--- src/hw/rtl/ciu_pkg.sv ---
// Shared constants, types and a helper function for the icon pixel unpacker.
`default_nettype none

package ciu_pkg;

  localparam int TABLE_DEPTH = 256;
  localparam int TABLE_AW    = $clog2(TABLE_DEPTH);
  localparam logic [8:0] TABLE_LIMIT = 9'(TABLE_DEPTH);

  localparam int PADDR_W = 4;

  localparam logic [1:0] KIND_TABLE = 2'd0;
  localparam logic [1:0] KIND_BODY  = 2'd1;
  localparam logic [1:0] KIND_START = 2'd2;

  localparam logic [1:0] REG_WIDTH  = 2'd0;
  localparam logic [1:0] REG_HEIGHT = 2'd1;
  localparam logic [1:0] REG_BPP    = 2'd2;

  typedef struct packed {
    logic [7:0] icon_width;
    logic [7:0] icon_height;
    logic [3:0] bits_per_point;
  } cfg_t;

  typedef struct packed {
    logic table_write;
    logic start_icon;
    logic mark_finished;
    logic load_byte;
    logic lookup;
  } dp_cmd_t;

  typedef struct packed {
    logic finished;
    logic icon_empty;
    logic more;
  } dp_stat_t;

  // A setting of zero acts as one bit, anything above eight as eight.
  function automatic logic [3:0] effective_bpp(input logic [3:0] bpp);
    logic [3:0] r;
    if (bpp == 4'd0) begin
      r = 4'd1;
    end else if (bpp > 4'd8) begin
      r = 4'd8;
    end else begin
      r = bpp;
    end
    return r;
  endfunction

endpackage

`default_nettype wire

--- src/hw/rtl/ciu_regs.sv ---
// APB configuration registers: icon width, icon height and bits per point.
`default_nettype none

module ciu_regs (
  input  wire logic                        clk,
  input  wire logic                        rst,
  input  wire logic                        psel,
  input  wire logic                        penable,
  input  wire logic                        pwrite,
  input  wire logic [ciu_pkg::PADDR_W-1:0] paddr,
  input  wire logic [31:0]                 pwdata,
  output logic      [31:0]                 prdata,
  output logic                             pready,
  output ciu_pkg::cfg_t                    cfg
);
  import ciu_pkg::*;

  logic       wr_en;
  logic [1:0] reg_sel;

  assign pready  = 1'b1;
  assign wr_en   = psel && penable && pwrite;
  assign reg_sel = paddr[3:2];

  always_ff @(posedge clk) begin
    if (rst) begin
      cfg.icon_width     <= 8'd0;
      cfg.icon_height    <= 8'd0;
      cfg.bits_per_point <= 4'd8;
    end else if (wr_en) begin
      case (reg_sel)
        REG_WIDTH:  cfg.icon_width     <= pwdata[7:0];
        REG_HEIGHT: cfg.icon_height    <= pwdata[7:0];
        REG_BPP:    cfg.bits_per_point <= pwdata[3:0];
        default: ;
      endcase
    end
  end

  always_comb begin
    case (reg_sel)
      REG_WIDTH:  prdata = {24'd0, cfg.icon_width};
      REG_HEIGHT: prdata = {24'd0, cfg.icon_height};
      REG_BPP:    prdata = {28'd0, cfg.bits_per_point};
      default:    prdata = 32'd0;
    endcase
  end

endmodule

`default_nettype wire

--- config.mk ---
export PLATFORM = sky130hd
export DESIGN_NAME = ciu_regs
export DESIGN_NICKNAME = d
export VERILOG_FILES = /design/src/hw/rtl/ciu_pkg.sv /design/src/hw/rtl/ciu_regs.sv
export SDC_FILE = /design/constraint.sdc
export NUM_CORES = 1
export LEC_CHECK = 0
export BUFFER_PORTS_ARGS = -buffer_cell sky130_fd_sc_hd__buf_2
export CAP_MARGIN = 20
export CELL_PAD_IN_SITES_DETAIL_PLACEMENT = 2
export CELL_PAD_IN_SITES_GLOBAL_PLACEMENT = 2
export CORE_UTILIZATION = 20
export CTS_BUF_LIST = sky130_fd_sc_hd__clkbuf_16
export DETAILED_ROUTE_END_ITERATION = 10
export GPL_ROUTABILITY_DRIVEN = 0
export GPL_TIMING_DRIVEN = 0
export PLACE_DENSITY_LB_ADDON = 0.1
export SLEW_MARGIN = 20
export SYNTH_ARGS = -nofsm -noshare
export SYNTH_HDL_FRONTEND = slang
export SYNTH_SLANG_ARGS = --single-unit
--- constraint.sdc ---
create_clock -name clk -period 1.3 [get_ports clk]
set_clock_uncertainty 0.05 [all_clocks]
set_input_delay 0.26 -clock clk [delete_from_list [all_inputs] [get_ports clk]]
set_output_delay 0.26 -clock clk [all_outputs]
set_load 0.01 [all_outputs]
Word-level counts from Yosys, hierarchy flattened --
Cells that the tools add are included.
Operators by class: eq/ne operators 2, multiplexer cells 1, reduce and logical (&&, ||, !) cells 6
Operators with widths (count):
- $pmux 8 s3 | 1
- $reduce_and 2->1 | 3
- $eq 2x1->1 const B | 1
- $eq 2x2->1 const B | 1
- $logic_and 1x1->1 | 2
- $logic_not 2->1 | 1
Storage, ports and cells: register bits 20, bits of input ports 41, output and inout port bits 53, word-level logic and storage cells 12

Logic depth before layout (Yosys ltp) --
depth after elaboration 3, depth in mapped cells 4, gate-level depth less buffers 3

Worst setup path before layout --
No wires, ideal clock.
path kind input -> register, from input pwrite, to register cfg[10] in the netlist's numbering, data arrival time 989 ps, data required time 1131 ps, setup slack 142 ps, stages on the path 4, path through nand3_1 > or3b_1 > buf_2 > mux2i_1
Between the ends: longest elaborated chain between the ends 2
Ends and longest elaborated chain:
- from (decl) | line ciu_regs.sv:9 | input wire logic pwrite,
- $logic_and 1x1->1 | line ciu_regs.sv:22 | assign wr_en = psel && penable && pwrite;
- $reduce_and 2->1 (no line)
- to (decl) | line ciu_regs.sv:14 | output ciu_pkg::cfg_t cfg
Every way passes these cells. A chain may end at the register's enable or synchronous reset.

Worst setup path in the final report --
from register cfg[15] in the netlist's numbering, to output prdata[3]
Between the ends: longest elaborated chain between the ends 1
Ends and longest elaborated chain:
- $pmux 8 s3 | line ciu_regs.sv:41 | case (reg_sel)
- to (decl) | line ciu_regs.sv:12 | output logic [31:0] prdata,
Every way passes these cells.

==> results.sh <==
export IMPL_core_mm2=0.005608
export IMPL_io_pins=94
export IMPL_total_power_mw=1.712
export IMPL_worstPathArrival_ns=0.96
export IMPL_cp_startpoint="cfg[15]"
export IMPL_cts_root_buf="clkbuf_16"
export IMPL_status="completed"
export IMPL_synth_avg_cell_area_um2=9.163
export IMPL_grt_overflow=0
export IMPL_path_class="reg -> out"
export IMPL_viasPerCell=3.886
export IMPL_maxSlewViolCount=0
export IMPL_cellLeakagePower_nw=0.9272
export IMPL_rsz0062_at_grt="true"
export IMPL_intPower_mw=1.350
export IMPL_row_count=27
export IMPL_synthFlopType="dfxtp_1"
export IMPL_cts_buffer_depth=2
export IMPL_synthTopCellsByCount="mux2i_1 (28), nand2b_1 (27), buf_4 (25)"
export IMPL_combPwrFrac=0.137
export IMPL_synth_distinct_cells=18
export IMPL_grt_pass1_wl_um=5706
export IMPL_dp_hpwl_um=2830
export IMPL_grt_max_degree=13
export IMPL_largest_register="cfg"
export IMPL_dr_pass1_iters=3
export IMPL_drc=0
export IMPL_diodes=0
export IMPL_cp_start_kind="register"
export IMPL_cts_made_buffers=3
export IMPL_worstReg2RegStart="cfg[6]"
export IMPL_hold_viol=0
export IMPL_antenna_found_initial=0
export IMPL_post_route_util=0.3079
export IMPL_relSlewSlack=0.5941
export IMPL_reg_top3="cfg x20"
export IMPL_regArea_um2=416.7
export IMPL_cts_hold_buf=0
export IMPL_cts_tree="yes"
export IMPL_max_stage_delay_ns=0.34
export IMPL_p_sw_mw=0.3628
export IMPL_setup_worst_path_end="prdata[3]"
export IMPL_wl_um=3559
export IMPL_finalInstanceArea_mm2=0.001727
export IMPL_fillerInstances=690
export IMPL_cpLargestDelayFamily="flip-flops"
export IMPL_ys_warnings_count=0
export IMPL_crit_slowest_cell="dfxtp_2"
export IMPL_drv_cap=0
export IMPL_vdd_drop_max_mv=0.5563
export IMPL_clkPwrFrac=0.496
export IMPL_largest_reg_flops=20
export IMPL_synth_area_mm2=0.001191
export IMPL_clock_latency_ns=0.25
export IMPL_power_density_mw_per_mm2=991.8
export IMPL_multi_input_area_um2=653.1
export IMPL_fmax_mhz=785.7
export IMPL_crit_required_ns=0.99
export IMPL_r2r_end="cfg[6]"
export IMPL_synth_area_top_cells="dfxtp_1 (34%), mux2i_1 (24%), buf_4 (16%)"
export IMPL_period_minus_slack_ns=1.273
export IMPL_min_path_type="in -> reg"
export IMPL_first_global_vias=1136
export IMPL_seqPwrFrac=0.366
export IMPL_cp_depth=3
export IMPL_grt_use_total=0.1224
export IMPL_cp_end_kind="output pin"
export IMPL_crit_buf_inv=1
export IMPL_sw_frac_of_total=0.2119
export IMPL_synthCells=130
export IMPL_area_growth_syn_to_layout_pct=44.96
export IMPL_path_cells="mux2i_1 > o21ai_1 > buf_2"
export IMPL_drive_gt1_frac=0.4600
export IMPL_post_dp_cell_area_mm2=0.001573
export IMPL_synth_edf_count=0
export IMPL_yosysSeqAreaShare=0.3361
export IMPL_r2r_slack_ns=0.56
export IMPL_synth_top_area_cell="dfxtp_1"
export IMPL_dieArea_mm2=0.006269
export IMPL_num_vias=1057
export IMPL_synth_top_area_share=0.3361
export IMPL_worstPathMaxFanout=3
export IMPL_ys_ff_latch=20
export IMPL_period_share=0.9790
export IMPL_reg2reg_depth=3
export IMPL_clk_pin_slew_worst_paths_ns=0.06
export IMPL_cts_sinks=20
export IMPL_ant_nets=0
export IMPL_tightest_slew_ns=0.6061
export IMPL_htree_num_levels=1
export IMPL_portBuffers=41
export IMPL_async_reset_ff_frac=0
export IMPL_die_x_um=79.18
export IMPL_setup_viol_count_final=0
export IMPL_synth_most_common_cell="mux2i_1"
export IMPL_drtIter0Drc=16
export IMPL_initial_utilization=0.2124
export IMPL_die_y_um=79.18
export IMPL_nNetsFinal=242
export IMPL_wl_per_cell_um=13.08
[tightest hold or removal path, cell delays in order]
cell	delay, ns
buf_2	0.10
nor2_1	0.05
mux2i_1	0.10
[routing by layer]
layer,vias up,track usage,wire length [µm]
met4,0,0.02727,29
li1,515,-,-
met2,35,0.2276,1885
met3,4,0.03448,220
met5,-,0,0
met1,503,0.1365,1423
[cell type report]
| cell class | count | area share |
|---|---|---|
| clock inverters | 1 | 0.01739 |
| well taps | 72 | 0.05217 |
| clock buffers | 3 | 0.04348 |
| flip-flops and latches | 20 | 0.2413 |
| repair buffers | 43 | 0.1312 |
| plain buffers | 32 | 0.1362 |
| multi-input cells | 101 | 0.3783 |
[worst min-delay path by stage]
stage / from / cells past startpoint / slack (ns) / to
after floorplan: pwdata[3] / 2 / 0.37 / cfg[3]
after CTS: pwdata[3] / 3 / 0.24 / cfg[3]
after global routing: pwdata[3] / 3 / 0.25 / cfg[3]
final: pwdata[3] / 3 / 0.24 / cfg[3]
after global placement: cfg[17] / 2 / 0.42 / cfg[17]
after detailed placement: cfg[6] / 2 / 0.43 / cfg[6]
[power groups by stage]
stage | registers, mW | logic [mW] | clock network [mW]
5_1_grt | 0.628 | 0.259 | 0.910
3_5_place_dp | 0.641 | 0.227 | 0
4_1_cts | 0.627 | 0.232 | 0.878
3_3_place_gp | 0.640 | 0.222 | 0
2_1_floorplan | 0.644 | 0.159 | 0
6_report | 0.628 | 0.235 | 0.849
[placed cells by master (no fill, tap or decap), drive strengths merged, types with 4 or more instances in the layout]
master,count
buf,72
mux2i,28
nand2b,27
conb,25
dfxtp,20
nor2,6
clkbuf,6
nand2,4
o21ai,4
[cell families (layout without fill, tap and decap cells)]
kind of cell / Yosys count / after routing / synth area share
buffers and inverters: 32 / 79 / 0.1891
muxes: 28 / 28 / 0.2353
DFF: 20 / 20 / 0.3361
other: 2 / 25 / 0.006305
AOI/OAI and AO/OA: 4 / 4 / 0.01681
and+or+nand+nor: 44 / 44 / 0.2164
[through the flow]
step	hold WS (ns)	std cells	worst slack, ns	setup TNS [ns]
finish	0.2410	272	0.02726	0
global placement	0.4247	266	-0.2209	-2.575
CTS	0.2439	270	0.002538	0
detailed placement	0.4325	266	-0.2500	-3.377
global route	0.2515	272	-0.04728	-0.2962
floorplan	0.3714	153	0.1422	0
[repair_timing]
action,4_1_cts,5_1_grt
setup endpoints to repair,4,16
gates resized for setup,9,15
setup buffers,0,2
pin swaps,0,2
(Power assumes the default switching activity.)
