===== src/hw/rtl/ciu_pkg.sv =====
// Shared constants, types and a helper function for the icon pixel unpacker.
`default_nettype none

package ciu_pkg;

  localparam int TABLE_DEPTH = 256;
  localparam int TABLE_AW    = $clog2(TABLE_DEPTH);
  localparam logic [8:0] TABLE_LIMIT = 9'(TABLE_DEPTH);

  localparam int PADDR_W = 4;

  localparam logic [1:0] KIND_TABLE = 2'd0;
  localparam logic [1:0] KIND_BODY  = 2'd1;
  localparam logic [1:0] KIND_START = 2'd2;

  localparam logic [1:0] REG_WIDTH  = 2'd0;
  localparam logic [1:0] REG_HEIGHT = 2'd1;
  localparam logic [1:0] REG_BPP    = 2'd2;

  typedef struct packed {
    logic [7:0] icon_width;
    logic [7:0] icon_height;
    logic [3:0] bits_per_point;
  } cfg_t;

  typedef struct packed {
    logic table_write;
    logic start_icon;
    logic mark_finished;
    logic load_byte;
    logic lookup;
  } dp_cmd_t;

  typedef struct packed {
    logic finished;
    logic icon_empty;
    logic more;
  } dp_stat_t;

  // A setting of zero acts as one bit, anything above eight as eight.
  function automatic logic [3:0] effective_bpp(input logic [3:0] bpp);
    logic [3:0] r;
    if (bpp == 4'd0) begin
      r = 4'd1;
    end else if (bpp > 4'd8) begin
      r = 4'd8;
    end else begin
      r = bpp;
    end
    return r;
  endfunction

endpackage

`default_nettype wire


===== src/hw/rtl/ciu_ctrl.sv =====
// Controller state machine that sequences item handling and pixel output.
`default_nettype none

module ciu_ctrl (
  input  wire logic       clk,
  input  wire logic       rst,
  input  wire logic       in_valid,
  input  wire logic [1:0] in_kind,
  output logic            in_ready,
  output logic            out_valid,
  input  wire logic       out_ready,
  input  wire ciu_pkg::dp_stat_t stat,
  output ciu_pkg::dp_cmd_t  cmd
);
  import ciu_pkg::*;

  localparam logic [1:0] S_IDLE   = 2'd0;
  localparam logic [1:0] S_LOOKUP = 2'd1;
  localparam logic [1:0] S_SHOW   = 2'd2;

  logic [1:0] state;
  logic [1:0] state_next;
  logic       in_beat;

  assign in_ready  = (state == S_IDLE);
  assign out_valid = (state == S_SHOW);
  assign in_beat   = in_valid && in_ready;

  always_comb begin
    state_next = state;
    cmd        = '0;
    case (state)
      S_IDLE: begin
        if (in_beat) begin
          case (in_kind)
            KIND_TABLE: cmd.table_write = 1'b1;
            KIND_START: cmd.start_icon  = 1'b1;
            KIND_BODY: begin
              if (!stat.finished) begin
                if (stat.icon_empty) begin
                  cmd.mark_finished = 1'b1;
                end else begin
                  cmd.load_byte = 1'b1;
                  state_next    = S_LOOKUP;
                end
              end
            end
            default: ;
          endcase
        end
      end
      S_LOOKUP: begin
        cmd.lookup = 1'b1;
        state_next = S_SHOW;
      end
      S_SHOW: begin
        if (out_ready) begin
          state_next = stat.more ? S_LOOKUP : S_IDLE;
        end
      end
      default: state_next = S_IDLE;
    endcase
  end

  always_ff @(posedge clk) begin
    if (rst) begin
      state <= S_IDLE;
    end else begin
      state <= state_next;
    end
  end

  a_show_holds: assert property (@(posedge clk) disable iff (rst)
    (state == S_SHOW && !out_ready) |=> (state == S_SHOW))
    else $error("pixel beat withdrawn before it was taken");

  a_lookup_then_show: assert property (@(posedge clk) disable iff (rst)
    cmd.lookup |=> out_valid)
    else $error("table lookup not followed by a pixel beat");

  a_load_then_lookup: assert property (@(posedge clk) disable iff (rst)
    cmd.load_byte |=> cmd.lookup)
    else $error("body byte loaded without decoding a pixel");

endmodule

`default_nettype wire


===== config.mk =====
export PLATFORM = sky130hd
export DESIGN_NAME = ciu_ctrl
export DESIGN_NICKNAME = d
export VERILOG_FILES = /design/src/hw/rtl/ciu_pkg.sv /design/src/hw/rtl/ciu_ctrl.sv
export SDC_FILE = /design/constraint.sdc
export NUM_CORES = 1
export LEC_CHECK = 0
export BUFFER_PORTS_ARGS = -buffer_cell sky130_fd_sc_hd__buf_2
export CAP_MARGIN = 30
export CORE_AREA = 2 2 39 41
export CTS_CLUSTER_SIZE = 30
export DETAILED_ROUTE_END_ITERATION = 7
export DIE_AREA = 0 0 41 43
export RECOVER_POWER = 25
export SLEW_MARGIN = 40
export SYNTH_ARGS = -nofsm -noshare
export SYNTH_HDL_FRONTEND = slang
export SYNTH_SLANG_ARGS = --single-unit

===== constraint.sdc =====
create_clock -name clk -period 2.9 [get_ports clk]
set_clock_uncertainty 0.15 [all_clocks]
set_input_delay 0.29 -clock clk [delete_from_list [all_inputs] [get_ports clk]]
set_output_delay 0.29 -clock clk [all_outputs]
set_load 0.02 [all_outputs]

# Yosys cells after proc, flatten, opt, wreduce, memory -nomap -nowiden
# Cells that the tools add are included.
# W data, S select, Z words.
[totals] reg_bits=2 in_bits=9 out_inout_bits=7
[op_classes] eq_ne=9 muxes=16 n_reduce_logical=4
[op_table] operator="$mux W2" count=7
[op_table] operator="$mux W4" count=2
[op_table] operator="$mux W1" count=6
[op_table] operator="$ne A2 B1 Y1 const B" count=3
[op_table] operator="$pmux W2 S3" count=1
[op_table] operator="$reduce_and A5 Y1" count=1
[op_table] operator="$eq A2 B1 Y1 const B" count=2
[op_table] operator="$eq A2 B2 Y1 const B" count=2
[op_table] operator="$logic_not A2 Y1" count=2
[op_table] operator="$ne A2 B2 Y1 const B" count=2
[op_table] operator="$logic_and A1 B1 Y1" count=1

# Depth between registers and ports, before layout
# Gate-level depths: netlist of run 1.
[depth] depth_word=5 ltp_mapped=3 depth_no_buf=3

# Least setup slack after synthesis of run 1
# OpenSTA, ideal clock, no wires.
[synth_path] kind="flip-flop to output port" start="reg state[0]" end="out cmd[3] (netlist bit)" arrival_time_ns=1.025 required_time_ns=2.460 setup_slack_ns=1.435 path_stages_with_launch=3 path_cell_list="dfxtp_1 > nor2_1 > and4b_1"
[synth_rtl] item="start: declaration" line_no="ciu_ctrl.sv:21" rtl="logic [1:0] state;"
[synth_rtl] item="start signal: assignment" line_no="ciu_ctrl.sv:69" rtl="state <= state_next;"
[synth_rtl] item="end: declaration" line_no="ciu_ctrl.sv:13" rtl="output ciu_pkg::dp_cmd_t cmd"

==> reports/metrics.cfg, run 1 <==
[finish]
top_register = state
antennaDiodeCount = 0
largest_reg_flops = 2
multi_input_area_um2 = 80.1
areaGrowthSynthToFinish_pct = 63.3
reg_top3 = state x2
final_util = 0.177
layout.filler_cells = 169
layout.nets = 46
seqCellArea_um2 = 40.0
final_layout_size_suffix_gt1_frac = 0.514

[logic_synthesis]
synth.avg_cell_area_um2 = 8.34
synth_warnings = 0
yosysUniqueCellTypes = 10
ys_ff_latch = 2
syn_nets = 27
postSynthCellCount = 18
ys_seq_area_frac = 0.267
synth.cell_area_um2 = 150

[clocking]
cts_tree = done
post_cts_buffers = 0
postCtsResizedCells = 0
cts_buffers = 3
clk_latency_ps = 220
htree_levels = 1
clockBufferDepth = 2
cts-root-buf = clkbuf_4
clkTransAtPathRegs_ps = 30
postCtsHoldBufs = 0
cts_num_sinks = 2

[sta]
drv_slew = 0
slew_headroom = 0.727
fmax_mhz = 560
min_period_over_period = 0.616
finalSetupViolCount = 0
worst_pin_slew_ps = 404
period_minus_slack_ps = 1790
hold_viol_final = 0
rsz0062_at_grt = no
setup_tns_ps = 0

[global_routing]
grt_pass1_wl_um = 462
antenna_found_initial = 0
grt.overflow.total = 0
grt_pass1_vias = 146
grt_usage = 0.0501
grt_max_degree = 5

[power_and_ir_drop]
power_leakage_nw = 0.145
p_total_w = 0.000103
ir_worst_vdd_mv = 0.0815
p_per_area_nw_per_um2 = 420

[worst_setup_path]
end_kind = output port
worst_ep_arrival_time_ps = 1350
cp-startpoint = state[0]
reg2reg_from = state[0]
required_ps = 2460
crit_type = reg -> out
critPathMaxFanout = 4
start_kind = flip-flop
ff2ff_setup_slack_ps = 1660

[detailed_routing]
dr.pass1.iters = 1
avgViaCountPerCell = 3.71
wl_um = 363
drt-initial-drc-count = 0
postRouteAntennaNets = 0
num_vias = 189
wl_per_cell_um = 7.12
drc_errors = 0

[floorplan]
die-area_um2 = 1760
rows = 14
coreArea_um2 = 1380
die_x_um = 41
ios = 16
initial_utilization = 0.108
fp.dieH_um = 43

[worst_hold_path]
min_path_type = in -> reg
hp-start = rst

[placed_design]
gp_congestion = 0.465
io_buffers = 15

[job]
max-cap-violations = 0

[outcome]
status = finished, final reports clean

## where the power goes
| group | internal (W) | switching [W] |
|---|---|---|
| registers | 0.0000280 | 0.000000246 |
| clock network | 0.0000455 | 0.0000142 |
| logic | 0.00000744 | 0.00000751 |
## final timing paths
kind | cells past startpoint | endpoint
max | 3 | cmd[2]
min reg2reg | 3 | state[0]
min | 2 | state[0]
max reg2reg | 3 | state[0]
## kinds of logic after synthesis
family	count (synthesis)	share of synthesized area
flip-flops	2	0.267
AND/OR/NAND/NOR	11	0.567
AO/OA/AOI/OAI	2	0.0667
buffers and inverters	3	0.100
## cells in the final DEF (no fill, tap or decap), drive strengths merged
master	instances
nor4b	1
nand3	2
nor2	3
and4b	2
dfxtp	2
inv	2
buf	15
a21oi	2
clkbuf	3
nor2b	2
and2b	1
## synth_stat cells
cell type	count	area [um^2]
nor4b_4	1	23.8
inv_1	2	7.51
and4b_1	2	20.0
nand3_1	2	10.0
dfxtp_1	2	40.0
a21oi_1	2	10.0
nor2b_1	2	12.5
buf_4	1	7.51
nor2_1	3	11.3
and2b_1	1	7.51
## critical path: stages (launching register included)
cell	delay, ps
dfxtp_1	310
nor4b_1	410
and4b_1	240
buf_2	160
## per-layer routing
layer | up-vias | global-route usage | part of all wire
li1 | 97 | - | -
met1 | 80 | 0.0255 | 0.34
met2 | 10 | 0.0656 | 0.48
met3 | 2 | 0.0157 | 0.11
met4 | 0 | 0.120 | 0.052
met5 | - | 0 | 0
## metrics by stage
| step | instance area (um^2) | hold slack (ps) | std cells | setup slack, ps |
|---|---|---|---|---|
| 4_1_cts | 260 | 89.1 | 51 | 1210 |
| 6_report | 245 | 92.7 | 51 | 1110 |
| 3_5_place_dp | 238 | 322 | 48 | 1440 |
| 5_1_grt | 245 | 96.9 | 51 | 998 |
| 2_1_floorplan | 150 | 209 | 18 | 1430 |
| 3_3_place_gp | 238 | 316 | 48 | 1440 |
## layout make-up
| cell class | instances | share of cell area |
|---|---|---|
| Clock buffer | 3 | 0.0918 |
| Inverter | 2 | 0.0306 |
| Multi-Input combinational cell | 13 | 0.327 |
| Sequential cell | 2 | 0.163 |
| Tap cell | 16 | 0.0816 |
| Timing Repair Buffer | 15 | 0.306 |
No activity file was read; power rests on OpenSTA's default activity.
==> run 2, diff against run 1 <==
==> constraint.sdc (replaced) <==
create_clock -name clk -period 1.6 [get_ports clk]
set_clock_uncertainty 0.15 [all_clocks]
set_input_delay 0.16 -clock clk [delete_from_list [all_inputs] [get_ports clk]]
set_output_delay 0.16 -clock clk [all_outputs]
set_load 0.02 [all_outputs]
==> run 2 against run 1 <==
Setup slack worse by 1000 ps; die area is the same; clock power increased by 86%; critical path depth unchanged; sequential share of layout area fell by 1.8 points; first-iteration DRC count is 5 higher; combinational power up 120%; count of clock-buffer cells in the layout is the same; highest routed layer unchanged.
==> reports/metrics.cfg, run 2 (synthesis gave the netlist of run 1 again) <==
[outcome]
status = finished, final reports clean

[worst_setup_path]
endpoint = cmd[2]
end_kind = output port
ff2ff_setup_slack_ps = 380
r2r_cells = 4
cp-startpoint = state[1]
r2r-end = state[0]
worst_ep_arrival_time_ps = 1220
crit_type = reg -> out
critPathMaxFanout = 4
crit_path_cell_trace = nor4b_4 > and4b_1 > buf_2
crit_slowest_cell = dfxtp_1
max_stage_delay_ps = 340
start_kind = flip-flop
required_ps = 1290
reg2reg_from = state[1]

[floorplan]
fp.dieH_um = 43
die_x_um = 41
die-area_um2 = 1760
coreArea_um2 = 1380
rows = 14
ios = 16
initial_utilization = 0.108

[sta]
hold_viol_final = 0
worst_pin_slew_ps = 248
setup_tns_ps = 0
fmax_mhz = 655
min_period_over_period = 0.954
period_minus_slack_ps = 1530
rsz0062_at_grt = no
drv_slew = 0
slew_headroom = 0.835
finalSetupViolCount = 0

[placed_design]
dpl.hpwl_um = 310
io_buffers = 15
placed_area_um2 = 238
gp_congestion = 0.465

[finish]
final_cell_mix = buf_2, nor2_1, clkbuf_4
antennaDiodeCount = 0
areaGrowthSynthToFinish_pct = 84.2
final_layout_size_suffix_gt1_frac = 0.514
largest_reg_flops = 2
layout.filler_cells = 160
final_util = 0.200
layout_commonest_cell = buf_2
stdcell_area_um2 = 277
top_register = state
reg_top3 = state x2
layout.nets = 48

[global_routing]
grt.overflow.total = 0
antenna_found_initial = 0
grt_max_degree = 5
grt_pass1_vias = 140
grt_pass1_wl_um = 469
grt_usage = 0.0521

[detailed_routing]
num_vias = 190
avgViaCountPerCell = 3.58
drt-initial-drc-count = 5
dr.pass1.iters = 2
wl_um = 392
drc_errors = 0
wl_per_cell_um = 7.40
postRouteAntennaNets = 0

[clocking]
cts_buffers = 3
cts_tree = done
cts-root-buf = clkbuf_4
clockBufferDepth = 2
cts_num_sinks = 2
htree_levels = 1
postCtsResizedCells = 0
clk_latency_ps = 220
clkTransAtPathRegs_ps = 30

[power_and_ir_drop]
p_per_area_nw_per_um2 = 704
power_leakage_nw = 0.159
ir_worst_vdd_mv = 0.0981
p_sw_w = 0.0000436
p_int_w = 0.000151
p_sw_frac = 0.224
power_frac_clock = 0.569
p_comb_frac = 0.166
power.share.sequential = 0.264

[worst_hold_path]
min_path_type = in -> reg

[job]
max-cap-violations = 0

## run 2: area by class of cell
class | count | area (um^2) | share of cell area
Clock buffer | 3 | 22.5 | 0.0814
Inverter | 2 | 7.51 | 0.0271
Multi-Input combinational cell | 13 | 95.1 | 0.344
Sequential cell | 2 | 40.0 | 0.145
Tap cell | 16 | 20.0 | 0.0724
Timing Repair Buffer | 17 | 91.3 | 0.330
## run 2: worst min path at each step
stage	from	endpoint	cells past startpoint
after floorplan	rst	state[0]	1
after global routing	stat[0]	state[0]	3
after detailed placement	rst	state[0]	2
final	stat[0]	state[0]	3
after CTS	stat[0]	state[0]	3
after global placement	rst	state[0]	2
## run 2: power groups by stage
| stage | clock network [W] | logic [W] | registers (W) |
|---|---|---|---|
| after detailed placement | 0 | 0.0000300 | 0.0000522 |
| final | 0.000111 | 0.0000324 | 0.0000515 |
| after global placement | 0 | 0.0000296 | 0.0000521 |
| after global routing | 0.000126 | 0.0000355 | 0.0000515 |
| after CTS | 0.000119 | 0.0000321 | 0.0000515 |
| after floorplan | 0 | 0.0000141 | 0.0000520 |
## run 2: routing by layer
layer	share of wire	GRT usage	wire [um]	vias to the layer above
li1	-	-	-	103
met1	0.35	0.0319	136	75
met2	0.50	0.0563	195	10
met3	0.099	0.0314	39	2
met4	0.051	0.120	20	0
met5	0	0	0	-
## run 2: repair_timing
action                                  4_1_cts  5_1_grt
hold endpoints to repair                      2        0
buffers inserted                              0        1
hold buffers                                  1        0
endpoints found under the setup margin        0        2
## run 2: stage by stage
stage	worst slack (ps)	total power, W	hold WS (ps)	std cells
CTS	20.8	0.000203	46.5	52
global route	16.5	0.000213	48.0	53
global placement	266	0.0000818	181	48
finish	73.6	0.000195	53.4	53
detailed placement	266	0.0000822	182	48
floorplan	265	0.0000662	79.1	18
## run 2: worst max-delay path: cells and delay by family, from the launching register on
family	cells	cell delay, ps
AND/OR/NAND/NOR	2	500
flip-flops	1	340
buffers and inverters	1	160
==> run 3, diff against run 2 <==
==> constraint.sdc (replaced) <==
create_clock -name clk -period 1.9 [get_ports clk]
set_clock_uncertainty 0.15 [all_clocks]
set_input_delay 0.19 -clock clk [delete_from_list [all_inputs] [get_ports clk]]
set_output_delay 0.19 -clock clk [all_outputs]
set_load 0.02 [all_outputs]
==> run 3 against run 2 <==
Core utilization decreased by 0.45 points; sequential share of layout area up 0.34 points; count of clock-buffer cells in the layout unchanged; largest cell class unchanged; critical path type unchanged; combinational power shrank 18%; first-iteration DRC count decreased by 100%; critical endpoint is now cmd[1]; register-to-register slack gained 380 ps; clock power down 18%.
==> reports/metrics.cfg, run 3 (synthesis gave the netlist of run 1 again) <==
[outcome]
status = finished, final reports clean

[finish]
final_cell_mix = buf_2, nor2_1, clkbuf_4
layout_commonest_cell = buf_2
final_layout_size_suffix_gt1_frac = 0.528
antennaDiodeCount = 0
fin_cells = 52
top_register = state
final_util = 0.195
largest_reg_flops = 2
reg_top3 = state x2
layout.nets = 47
layout.filler_cells = 164
areaGrowthSynthToFinish_pct = 80.0

[detailed_routing]
drt-initial-drc-count = 0
postRouteAntennaNets = 0
avgViaCountPerCell = 3.69
drc_errors = 0
wl_per_cell_um = 7.23
num_vias = 192
wl_um = 376
dr.pass1.iters = 1

[floorplan]
ios = 16
die_x_um = 41
die-area_um2 = 1760
rows = 14
fp.dieH_um = 43
coreArea_um2 = 1380
initial_utilization = 0.108

[sta]
finalSetupViolCount = 0
setup_tns_ps = 0
period_minus_slack_ps = 1570
fmax_mhz = 635
rsz0062_at_grt = no
worst_pin_slew_ps = 226
min_period_over_period = 0.828
hold_viol_final = 0
drv_slew = 0
slew_headroom = 0.849

[worst_setup_path]
critPathMaxFanout = 4
ff2ff_setup_slack_ps = 760
r2r-end = state[0]
crit_type = reg -> out
endpoint = cmd[1]
cp-startpoint = state[0]
required_ps = 1560
r2r_cells = 3
worst_ep_arrival_time_ps = 1230
end_kind = output port
reg2reg_from = state[0]
start_kind = flip-flop

[clocking]
cts_num_sinks = 2
cts_tree = done
postCtsResizedCells = 0
clk_latency_ps = 220
clockBufferDepth = 2
post_cts_buffers = 0
cts_buffers = 3
htree_levels = 1
clkTransAtPathRegs_ps = 30
cts-root-buf = clkbuf_4
postCtsHoldBufs = 1

[power_and_ir_drop]
power.share.sequential = 0.269
p_sw_frac = 0.216
p_sw_w = 0.0000349
p_comb_frac = 0.165
ir_worst_vdd_mv = 0.124
p_per_area_nw_per_um2 = 597
p_total_w = 0.000161
p_int_w = 0.000127
power_frac_clock = 0.566
power_leakage_nw = 0.156

[global_routing]
grt_usage = 0.0511
grt_pass1_vias = 149
antenna_found_initial = 0
grt_pass1_wl_um = 483
grt_max_degree = 5
grt.overflow.total = 0

[placed_design]
io_buffers = 15
dpl.hpwl_um = 321
post-place-cells = 48
gp_congestion = 0.466

[worst_hold_path]
min_path_type = in -> reg

[job]
max-cap-violations = 0

==> run 3: critical path, cell delays in order (launching register included) <==
cell and delay [ps]:
dfxtp_1 340, nor4b_4 310, nand3_1 140, inv_1 70, buf_2 160
==> run 3: per-layer routing <==
layer | vias up | global-route usage | wire, um
li1 | 100 | - | -
met1 | 80 | 0.0256 | 126
met2 | 10 | 0.0688 | 191
met4 | 0 | 0.120 | 19
met3 | 2 | 0.0157 | 39
met5 | - | 0 | 0
==> run 3: final cells by class <==
class / instances / area [um^2] / area share
tap: 16 / 20.0 / 0.0741
sequential: 2 / 40.0 / 0.148
multi-input combinational: 13 / 95.1 / 0.352
inverter: 2 / 7.51 / 0.0278
clock buffer: 3 / 22.5 / 0.0833
timing repair buffer: 16 / 85.1 / 0.315
==> run 3: how the worst min path moves through the flow <==
stage            start  endpoint  slack (ps)  cells after the start
2_1_floorplan      rst  state[0]         110                      1
3_3_place_gp       rst  state[0]         210                      2
3_5_place_dp       rst  state[0]         210                      2
4_1_cts        stat[0]  state[0]          80                      3
5_1_grt        stat[0]  state[0]          90                      3
6_report       stat[0]  state[0]          80                      3
==> run 3: per-stage QoR <==
stage / hold WS [ps] / area [um^2] / setup slack, ps
2_1_floorplan: 109 / 150 / 535
3_3_place_gp: 211 / 238 / 534
3_5_place_dp: 212 / 238 / 541
4_1_cts: 77.3 / 270 / 294
5_1_grt: 87.8 / 270 / 242
6_report: 82.9 / 270 / 326
==> run 3: power groups by stage <==
stage	sequential (W)	clock [W]	combinational [W]
2_1_floorplan	0.0000438	0	0.0000119
3_3_place_gp	0.0000439	0	0.0000250
6_report	0.0000434	0.0000914	0.0000266
4_1_cts	0.0000434	0.0000973	0.0000270
3_5_place_dp	0.0000439	0	0.0000253
5_1_grt	0.0000434	0.000101	0.0000296
